[config.mk]
export PLATFORM = sky130hd
export DESIGN_NAME = multi_channel_timeout_manager
export DESIGN_NICKNAME = d
export VERILOG_FILES = /design/src/rtl/core/mctm_pkg.sv /design/src/rtl/core/multi_channel_timeout_manager.sv /design/src/rtl/core/mctm_muldiv.sv
export VERILOG_INCLUDE_DIRS = /design/src /design/src/rtl/core
export SDC_FILE = /design/constraint.sdc
export NUM_CORES = 2
export LEC_CHECK = 0
export ABC_CLOCK_PERIOD_IN_PS = 16400
export BUFFER_PORTS_ARGS = -buffer_cell sky130_fd_sc_hd__buf_4
export CORE_MARGIN = 3
export CORE_UTILIZATION = 24
export DETAILED_ROUTE_END_ITERATION = 6
export GPL_TIMING_DRIVEN = 0
export PLACE_DENSITY = 0.41
export SLEW_MARGIN = 20
export SYNTH_ARGS = -nofsm -noshare
export SYNTH_HDL_FRONTEND = slang
export SYNTH_SLANG_ARGS = --single-unit
[constraint.sdc]
create_clock -name i_clk -period 16.4 [get_ports i_clk]
set_clock_uncertainty 0.15 [all_clocks]
set_input_delay 0.82 -clock i_clk [delete_from_list [all_inputs] [get_ports i_clk]]
set_output_delay 0.82 -clock i_clk [all_outputs]
set_load 0.02 [all_outputs]
[src/rtl/core/multi_channel_timeout_manager_assert.svh]
// ----------------------------------------------------------------------------
// Timeout manager assertion macros
// Shared property wrappers, clocked on i_clk, off during reset.
// ----------------------------------------------------------------------------
`ifndef MULTI_CHANNEL_TIMEOUT_MANAGER_ASSERT_SVH
`define MULTI_CHANNEL_TIMEOUT_MANAGER_ASSERT_SVH

// same-cycle implication
`define MCTM_ASSERT_NOW(lbl, ante, cons) \
    lbl: assert property (@(posedge i_clk) disable iff (!i_rst_n) (ante) |-> (cons)) \
        else $error("mctm check failed");

// next-cycle implication
`define MCTM_ASSERT_NEXT(lbl, ante, cons) \
    lbl: assert property (@(posedge i_clk) disable iff (!i_rst_n) (ante) |=> (cons)) \
        else $error("mctm check failed");

`endif

[src/rtl/core/mctm_pkg.sv]
// ----------------------------------------------------------------------------
// Timeout manager package
// Constants, codes, state types and the muldiv request/response structs.
// ----------------------------------------------------------------------------
package mctm_pkg;

    localparam int NUM_CHANNELS = 6;
    localparam int CH_IDX_W     = (NUM_CHANNELS > 1) ? $clog2(NUM_CHANNELS) : 1;
    localparam int CH_CNT_W     = $clog2(NUM_CHANNELS + 1);

    localparam logic [31:0] NS_PER_S = 32'd1000000000;
    localparam logic [31:0] HZ_RESET = 32'd62500000;
    localparam logic [63:0] ALL_ONES = {64{1'b1}};

    // request codes
    localparam logic [1:0] REQ_CMP_IRQ  = 2'd0;
    localparam logic [1:0] REQ_GET_TIME = 2'd1;
    localparam logic [1:0] REQ_SET_TMO  = 2'd2;

    // result kinds
    localparam logic KIND_NOTIFY = 1'b0;
    localparam logic KIND_DONE   = 1'b1;

    typedef enum logic [1:0] {
        MD_IDLE,
        MD_MUL,
        MD_DIV,
        MD_DONE
    } t_md_state;

    typedef enum logic [2:0] {
        MC_IDLE,
        MC_NOW,
        MC_SCAN,
        MC_CMP,
        MC_EMIT
    } t_mc_state;

    typedef struct packed {
        logic        start;
        logic [63:0] a;
        logic [31:0] b;
        logic [31:0] d;
    } t_md_req;

    typedef struct packed {
        logic        done;
        logic [63:0] q;
    } t_md_rsp;

endpackage

[src/rtl/core/multi_channel_timeout_manager.sv]
// ----------------------------------------------------------------------------
// Multi-channel timeout manager
// Per-channel ns deadlines and a cycle compare value, driven by requests.
//
//  channel | dir | tdata (low bit up)                         | tuser    | tlast
//  s       | in  | channel, offset_ns, now_cycles             | req_type | -
//  m       | out | notify_channel, time_ns, compare_cycles    | kind     | last
//  cfg     | in  | timer_freq_hz on i_cfg_wr_data when wr_en  | -        | -
//
// Each conversion runs on one shared multiply-divide unit: 32 multiply
// steps, then 64 divide steps unless the product overflows. Get time takes
// one conversion; set timeout and compare interrupt add a scan of the
// six-entry table, a second conversion when a deadline remains, and a walk
// over the channels that emits their results. A stalled output holds results
// in the output register; the next request is taken once the previous one
// has loaded its last result into that register. Reset is synchronous.
// ----------------------------------------------------------------------------
`include "multi_channel_timeout_manager_assert.svh"

module multi_channel_timeout_manager
    import mctm_pkg::*;
(
    input  logic         i_clk,
    input  logic         i_rst_n,
    input  logic         i_cfg_wr_en,
    input  logic [31:0]  i_cfg_wr_data,  // timer_freq_hz
    input  logic         i_s_tvalid,
    output logic         o_s_tready,
    input  logic [135:0] i_s_tdata,      // channel[2:0], offset_ns[66:3], now_cycles[130:67]
    input  logic [1:0]   i_s_tuser,      // req_type
    output logic         o_m_tvalid,
    input  logic         i_m_tready,
    output logic [135:0] o_m_tdata,      // notify_channel[2:0], time_ns[66:3],
                                         // compare_cycles[130:67]
    output logic [0:0]   o_m_tuser,      // kind
    output logic         o_m_tlast
);

    t_mc_state r_state, n_state;

    logic [31:0] r_hz;
    logic [63:0] r_table [NUM_CHANNELS];
    logic [63:0] r_cmp;
    logic [63:0] r_now;
    logic [63:0] r_off;
    logic [2:0]  r_ch;
    logic [1:0]  r_req;
    logic [63:0] r_next;
    logic [NUM_CHANNELS-1:0] r_exp;
    logic [CH_CNT_W-1:0]     r_idx;

    logic        r_out_valid;
    logic        r_out_kind;
    logic [2:0]  r_out_ch;
    logic [63:0] r_out_time;
    logic [63:0] r_out_cmp;
    logic        r_out_last;

    t_md_req md_req;
    t_md_rsp md_rsp;

    logic        accept;
    logic [31:0] eff_hz;
    logic [63:0] cur_entry;
    logic        cur_expire;
    logic [63:0] cur_min;
    logic        scan_last;
    logic        slot_free;
    logic        emit_end;
    logic        out_load;
    logic        do_scan;
    logic        ch_ok;
    logic [64:0] dl_sum;
    logic [63:0] dl_sat;

    // shared conversion unit
    mctm_muldiv u_muldiv (
        .i_clk   (i_clk),
        .i_rst_n (i_rst_n),
        .i_req   (md_req),
        .o_rsp   (md_rsp)
    );

    // request decode and scan terms
    always_comb begin
        eff_hz     = (r_hz == 32'd0) ? 32'd1 : r_hz;
        accept     = i_s_tvalid && o_s_tready;
        cur_entry  = r_table[r_idx[CH_IDX_W-1:0]];
        cur_expire = (cur_entry != ALL_ONES) && (cur_entry <= r_now);
        cur_min    = (!cur_expire && (cur_entry < r_next)) ? cur_entry : r_next;
        scan_last  = (r_idx == CH_CNT_W'(NUM_CHANNELS - 1));
        slot_free  = !r_out_valid || i_m_tready;
        emit_end   = (r_idx == CH_CNT_W'(NUM_CHANNELS));
        out_load   = (r_state == MC_EMIT) && slot_free &&
                     (emit_end || r_exp[r_idx[CH_IDX_W-1:0]]);
        do_scan    = (r_req == REQ_CMP_IRQ) || (r_req == REQ_SET_TMO);
        ch_ok      = ({4'd0, r_ch} < 7'(NUM_CHANNELS));
        dl_sum     = {1'b0, md_rsp.q} + {1'b0, r_off};
        dl_sat     = dl_sum[64] ? ALL_ONES : dl_sum[63:0];
    end

    // next state
    always_comb begin
        n_state = r_state;
        unique case (r_state)
            MC_IDLE: if (accept) n_state = MC_NOW;
            MC_NOW:  if (md_rsp.done) n_state = do_scan ? MC_SCAN : MC_EMIT;
            MC_SCAN: if (scan_last) n_state = (cur_min != ALL_ONES) ? MC_CMP : MC_EMIT;
            MC_CMP:  if (md_rsp.done) n_state = MC_EMIT;
            MC_EMIT: if (slot_free && emit_end) n_state = MC_IDLE;
            default: n_state = MC_IDLE;
        endcase
    end

    // outputs and unit requests
    always_comb begin
        o_s_tready   = (r_state == MC_IDLE);
        md_req.start = (r_state == MC_IDLE && accept) ||
                       (r_state == MC_SCAN && scan_last && cur_min != ALL_ONES);
        md_req.a     = (r_state == MC_IDLE) ? i_s_tdata[130:67] : cur_min;
        md_req.b     = (r_state == MC_IDLE) ? NS_PER_S : eff_hz;
        md_req.d     = (r_state == MC_IDLE) ? eff_hz : NS_PER_S;
        o_m_tvalid   = r_out_valid;
        o_m_tdata    = {5'd0, r_out_cmp, r_out_time, r_out_ch};
        o_m_tuser    = r_out_kind;
        o_m_tlast    = r_out_last;
    end

    // control registers
    always_ff @(posedge i_clk) begin
        if (!i_rst_n) begin
            r_state     <= MC_IDLE;
            r_hz        <= HZ_RESET;
            r_cmp       <= ALL_ONES;
            r_out_valid <= 1'b0;
            for (int i = 0; i < NUM_CHANNELS; i++) begin
                r_table[i] <= ALL_ONES;
            end
        end else begin
            r_state <= n_state;
            if (i_cfg_wr_en) begin
                r_hz <= i_cfg_wr_data;
            end
            // output slot: load a new item or drop the accepted one
            if (out_load) begin
                r_out_valid <= 1'b1;
            end else if (i_m_tready) begin
                r_out_valid <= 1'b0;
            end
            unique case (r_state)
                MC_NOW: begin
                    if (md_rsp.done) begin
                        if (r_req == REQ_CMP_IRQ) begin
                            r_cmp <= ALL_ONES;
                        end
                        for (int i = 0; i < NUM_CHANNELS; i++) begin
                            if (r_req == REQ_SET_TMO && ch_ok && 32'(r_ch) == i) begin
                                r_table[i] <= dl_sat;
                            end
                        end
                    end
                end
                MC_SCAN: begin
                    if (cur_expire) begin
                        r_table[r_idx[CH_IDX_W-1:0]] <= ALL_ONES;
                    end
                end
                MC_CMP: begin
                    if (md_rsp.done) begin
                        r_cmp <= md_rsp.q;
                    end
                end
                default: begin
                end
            endcase
        end
    end

    // payload registers
    always_ff @(posedge i_clk) begin
        unique case (r_state)
            MC_IDLE: begin
                if (accept) begin
                    r_req <= i_s_tuser;
                    r_ch  <= i_s_tdata[2:0];
                    r_off <= i_s_tdata[66:3];
                end
            end
            MC_NOW: begin
                if (md_rsp.done) begin
                    r_now  <= md_rsp.q;
                    r_next <= ALL_ONES;
                    r_exp  <= '0;
                    r_idx  <= '0;
                end
            end
            MC_SCAN: begin
                r_next <= cur_min;
                r_exp[r_idx[CH_IDX_W-1:0]] <= cur_expire;
                r_idx  <= scan_last ? '0 : r_idx + CH_CNT_W'(1);
            end
            MC_EMIT: begin
                if (slot_free) begin
                    r_out_time <= r_now;
                    r_out_cmp  <= r_cmp;
                    if (emit_end) begin
                        r_out_kind <= KIND_DONE;
                        r_out_ch   <= 3'd0;
                        r_out_last <= 1'b1;
                    end else begin
                        r_out_kind <= KIND_NOTIFY;
                        r_out_ch   <= 3'(r_idx);
                        r_out_last <= 1'b0;
                        r_idx      <= r_idx + CH_CNT_W'(1);
                    end
                end
            end
            default: begin
            end
        endcase
    end

    `MCTM_ASSERT_NOW(a_done_in_wait, md_rsp.done, r_state == MC_NOW || r_state == MC_CMP)
    `MCTM_ASSERT_NOW(a_last_is_done, o_m_tvalid, o_m_tlast == (o_m_tuser[0] == KIND_DONE))
    `MCTM_ASSERT_NOW(a_scan_kind, r_state == MC_SCAN,
                     r_req == REQ_CMP_IRQ || r_req == REQ_SET_TMO)

endmodule

[src/rtl/core/mctm_muldiv.sv]
// ----------------------------------------------------------------------------
// Timeout manager multiply-divide unit
// floor(a * b / d) saturated at all ones; one shift-add step per cycle for
// the product, then one restoring divide step per cycle.
// ----------------------------------------------------------------------------
`include "multi_channel_timeout_manager_assert.svh"

module mctm_muldiv
    import mctm_pkg::*;
(
    input  logic    i_clk,
    input  logic    i_rst_n,
    input  t_md_req i_req,
    output t_md_rsp o_rsp
);

    t_md_state   r_state, n_state;
    logic [95:0] r_acc;      // {hi/rem, lo/quotient} or {partial, multiplier}
    logic [63:0] r_mcand;
    logic [31:0] r_div;
    logic [6:0]  r_cnt;

    logic [64:0] mul_sum;
    logic [32:0] div_trial;
    logic        div_ge;
    logic        mul_last;
    logic        div_last;
    logic        hi_ovf;

    // datapath terms
    always_comb begin
        mul_sum   = {1'b0, r_acc[95:32]} + (r_acc[0] ? {1'b0, r_mcand} : 65'd0);
        div_trial = {r_acc[95:64], r_acc[63]};
        div_ge    = (div_trial >= {1'b0, r_div});
        mul_last  = (r_cnt == 7'd31);
        div_last  = (r_cnt == 7'd63);
        hi_ovf    = (mul_sum[64:33] >= r_div);
    end

    // next state
    always_comb begin
        n_state = r_state;
        unique case (r_state)
            MD_IDLE: if (i_req.start) n_state = MD_MUL;
            MD_MUL:  if (mul_last) n_state = hi_ovf ? MD_DONE : MD_DIV;
            MD_DIV:  if (div_last) n_state = MD_DONE;
            MD_DONE: n_state = MD_IDLE;
            default: n_state = MD_IDLE;
        endcase
    end

    // outputs
    always_comb begin
        o_rsp.done = (r_state == MD_DONE);
        o_rsp.q    = r_acc[63:0];
    end

    // state register
    always_ff @(posedge i_clk) begin
        if (!i_rst_n) begin
            r_state <= MD_IDLE;
        end else begin
            r_state <= n_state;
        end
    end

    // shift-add and compare-subtract steps
    always_ff @(posedge i_clk) begin
        unique case (r_state)
            MD_IDLE: begin
                r_acc   <= {64'd0, i_req.b};
                r_mcand <= i_req.a;
                r_div   <= i_req.d;
                r_cnt   <= 7'd0;
            end
            MD_MUL: begin
                r_cnt <= mul_last ? 7'd0 : r_cnt + 7'd1;
                if (mul_last && hi_ovf) begin
                    r_acc <= {mul_sum[64:33], ALL_ONES};
                end else begin
                    r_acc <= {mul_sum, r_acc[31:1]};
                end
            end
            MD_DIV: begin
                r_cnt <= r_cnt + 7'd1;
                if (div_ge) begin
                    r_acc <= {32'(div_trial - {1'b0, r_div}), r_acc[62:0], 1'b1};
                end else begin
                    r_acc <= {div_trial[31:0], r_acc[62:0], 1'b0};
                end
            end
            MD_DONE: begin
                r_cnt <= 7'd0;
            end
            default: begin
                r_cnt <= 7'd0;
            end
        endcase
    end

    `MCTM_ASSERT_NOW(a_rem_below_div, r_state == MD_DIV, r_acc[95:64] < r_div)
    `MCTM_ASSERT_NEXT(a_done_one_cycle, r_state == MD_DONE, r_state == MD_IDLE)

endmodule

==> out/results.ini <==
[synthesis]
synth_edf_count = 530
yosysWarningCount = 0
synth_cells = 5595
yosysMostFrequentCell = nor2_1
synth_common_cells = nor2_1, nand2_1, edfxtp_1
ys_seq_area_frac = 0.4736
async_flop_share = 0
synth_top_area_share = 0.2916
yosysUniqueCellTypes = 93
syn_area_um2 = 54570
yosys-top-cells-area = edfxtp_1, dfxtp_1, ha_1
avgSynthCellArea_um2 = 9.754
synth_flop_cell = edfxtp_1
synth_area_leader_cell = edfxtp_1
synth_seq_cells = 1026

[sta]
period_minus_slack_ps = 9299
grt_setup_unrepaired = false
max_clock_freq_mhz = 107.5
setup_tns_ps = 0
finalCritPeriodShare = 0.5670
setup_violations = 0
tightest_slew_ps = 1238
hold_viol_final = 0
slew-limit-headroom = 0.1744
maxSlewViolCount = 0

[routing]
route.met3.wl_mm = 13.00
postRouteAntennaNets = 0
wl_met1_mm = 109.0
num_vias = 46245
routed_via_density = 5.039
routed_wl_mm = 255.9
wl_met2_mm = 121.3
top_layer_used = met5
first_pass_iters = 5
drc = 0
avgRoutedWirePerCell_um = 27.89
first_iter_violations = 3943

[clock_network]
tritoncts = built
clock_sinks = 1026
clockBufferDepth = 3
cts_resized = 0
insertion_delay_ps = 800
cts_buffers = 132
htreeDepth = 4
cts.clk_slew.worst_paths_ps = 60
root_buffer = clkbuf_16

[place]
port_buffers = 303
hpwl_mm = 204.5
place.gp.congestion = 0.9172

[worst_setup_path]
critPathCaptureType = register
setup.worst_path.class = register to register
cp_top_family = compound AO/OA/AOI/OAI gates
cp_slowest_cell = clkbuf_1
max_stage_delay_ps = 710
cp_common_cell = clkbuf_1
cp_max_fo = 10
cp_data_arrival_time_ps = 9780
cp_num_buf_inv = 4
start_kind = register
required_ps = 16880
rrSetupSlack_ps = 7100

[pwr]
internal_power_mw = 5.761
power_density_nw_per_um2 = 139.6
clkPwrFrac = 0.340
seq_power_share = 0.359
total_power_mw = 9.217
p_sw_frac = 0.3749
combPwrFrac = 0.302
ir_drop_mv = 0.08986
p_leak_nw = 27.27
switching_power_mw = 3.455

[worst_hold_path]
hold_path_class = input port to register

[die]
num_rows = 174
dieArea_um2 = 233200
start_util = 0.2420
core_area_um2 = 225500
dieWidth_um = 482.9
die_h_um = 482.9
pin_count = 315

[layout]
area_growth_pct = 20.96
fillCellCount = 23855
drive_gt1_frac = 0.1134
nets = 6579

[grt]
grt_usage = 0.2133
grt_pass1_wl_mm = 351.3
grt_antenna_before_repair = 12
overflow = 0
grt_max_degree = 56
grt_pass1_vias = 45362

[run_status]
run_status = finished clean

[job]
max_cap_viol_count = 0

==> sequential cells by signal (all words and copies together), names as in the netlist, 32 cells and up, named ones only <==
signal,count
u_muldiv.r_div,32
u_muldiv.r_acc,96
r_table,384
r_cmp,64
r_out_cmp,64
u_muldiv.r_mcand,64
r_hz,32
r_off,64
r_out_time,64
r_now,64
r_next,64
==> worst paths after layout <==
path	startpoint	end	cells past startpoint
max	u_muldiv.r_acc[0]	u_muldiv.r_acc[57]	26
min	i_s_tdata[42]	r_off[39]	1
max reg2reg	u_muldiv.r_acc[0]	u_muldiv.r_acc[57]	26
min reg2reg	r_cmp[61]	r_out_cmp[61]	0
==> layout by cell type, fill, tap and decap left out, drive strengths merged, types with 91 or more instances in the layout <==
cell type  Yosys  final
buf           80    402
o21ai        319    319
xnor2         91     91
ha           328    328
mux2i        193    193
dfxtp        496    496
a21oi        372    372
nor3         134    134
nand4        109    109
o211ai       262    262
and2         108    108
nand2        576    576
clkbuf       250    440
a21o         130    130
inv          246    251
edfxtp       530    530
nor2         612    612
==> power by group through the flow <==
stage | clock network [mW] | logic (mW) | registers, mW
floorplan | 0 | 1.68 | 3.17
global placement | 0 | 2.70 | 3.40
detailed placement | 0 | 2.75 | 3.36
CTS | 3.20 | 2.77 | 3.31
global route | 3.29 | 3.00 | 3.31
finish | 3.13 | 2.78 | 3.30
==> per-stage QoR <==
stage | instance area (µm²) | hold WS (ps) | setup WS [ps] | instances | utilization
finish | 66010 | 60.50 | 7101 | 9177 | 0.2927
global route | 66000 | 16.98 | 6558 | 9171 | 0.2926
CTS | 65990 | 0.1163 | 7158 | 9171 | 0.2926
detailed placement | 61180 | 268.1 | 7209 | 8913 | 0.2712
global placement | 60610 | 264.3 | 3198 | 8894 | 0.2687
floorplan | 54590 | 259.0 | 8182 | 5599 | -
==> layer usage <==
metal | vias to the layer above | track usage
met5 | - | 0
met3 | 340 | 0.02762
met2 | 1465 | 0.3575
met4 | 2 | 0.09331
met1 | 23072 | 0.2744
li1 | 21366 | -
==> logic make-up (layout without fill, tap and decap cells) <==
group	Yosys count	after routing	synth area share
muxes	262	262	0.06098
xor gates and xnor gates	138	138	0.02215
and+or+nand+nor	1786	1786	0.1475
AOI/OAI and AO/OA	1475	1475	0.1743
buffers and inverters	576	1156	0.04519
adders and majority gates	331	331	0.07630
DFF	1026	1026	0.4736
other	1	11	0.00006871
==> timing repair <==
| item | in CTS | in global routing |
|---|---|---|
| setup endpoints to repair | 0 | 0 |
| hold buffers | 18 | 0 |
| buffers inserted | 0 | 0 |
| endpoints found under the hold margin | 18 | 0 |
==> worst register-to-register path: cells and delay by family (launching register included) <==
family / cells / cell delay, ps
xor gates and xnor gates: 1 / 190
adders and majority gates: 3 / 930
DFF: 1 / 660
AOI/OAI and AO/OA: 11 / 3590
and+or+nand+nor: 7 / 1760
buffers and inverters: 4 / 1870
==> final cells by class <==
cell class,count,area [µm²],area share
plain buffers,330,1550,0.02348
clock inverters,50,685.7,0.01039
multi-input cells,3997,26370,0.3994
inverters,246,928.4,0.01406
clock buffers,190,3953,0.05987
flip-flops and latches,1026,25840,0.3915
well taps,2992,3744,0.05671
diodes,6,15.01,0.0002274
repair buffers,340,2928,0.04435
Note: power is estimated with default switching activity, not from simulation.
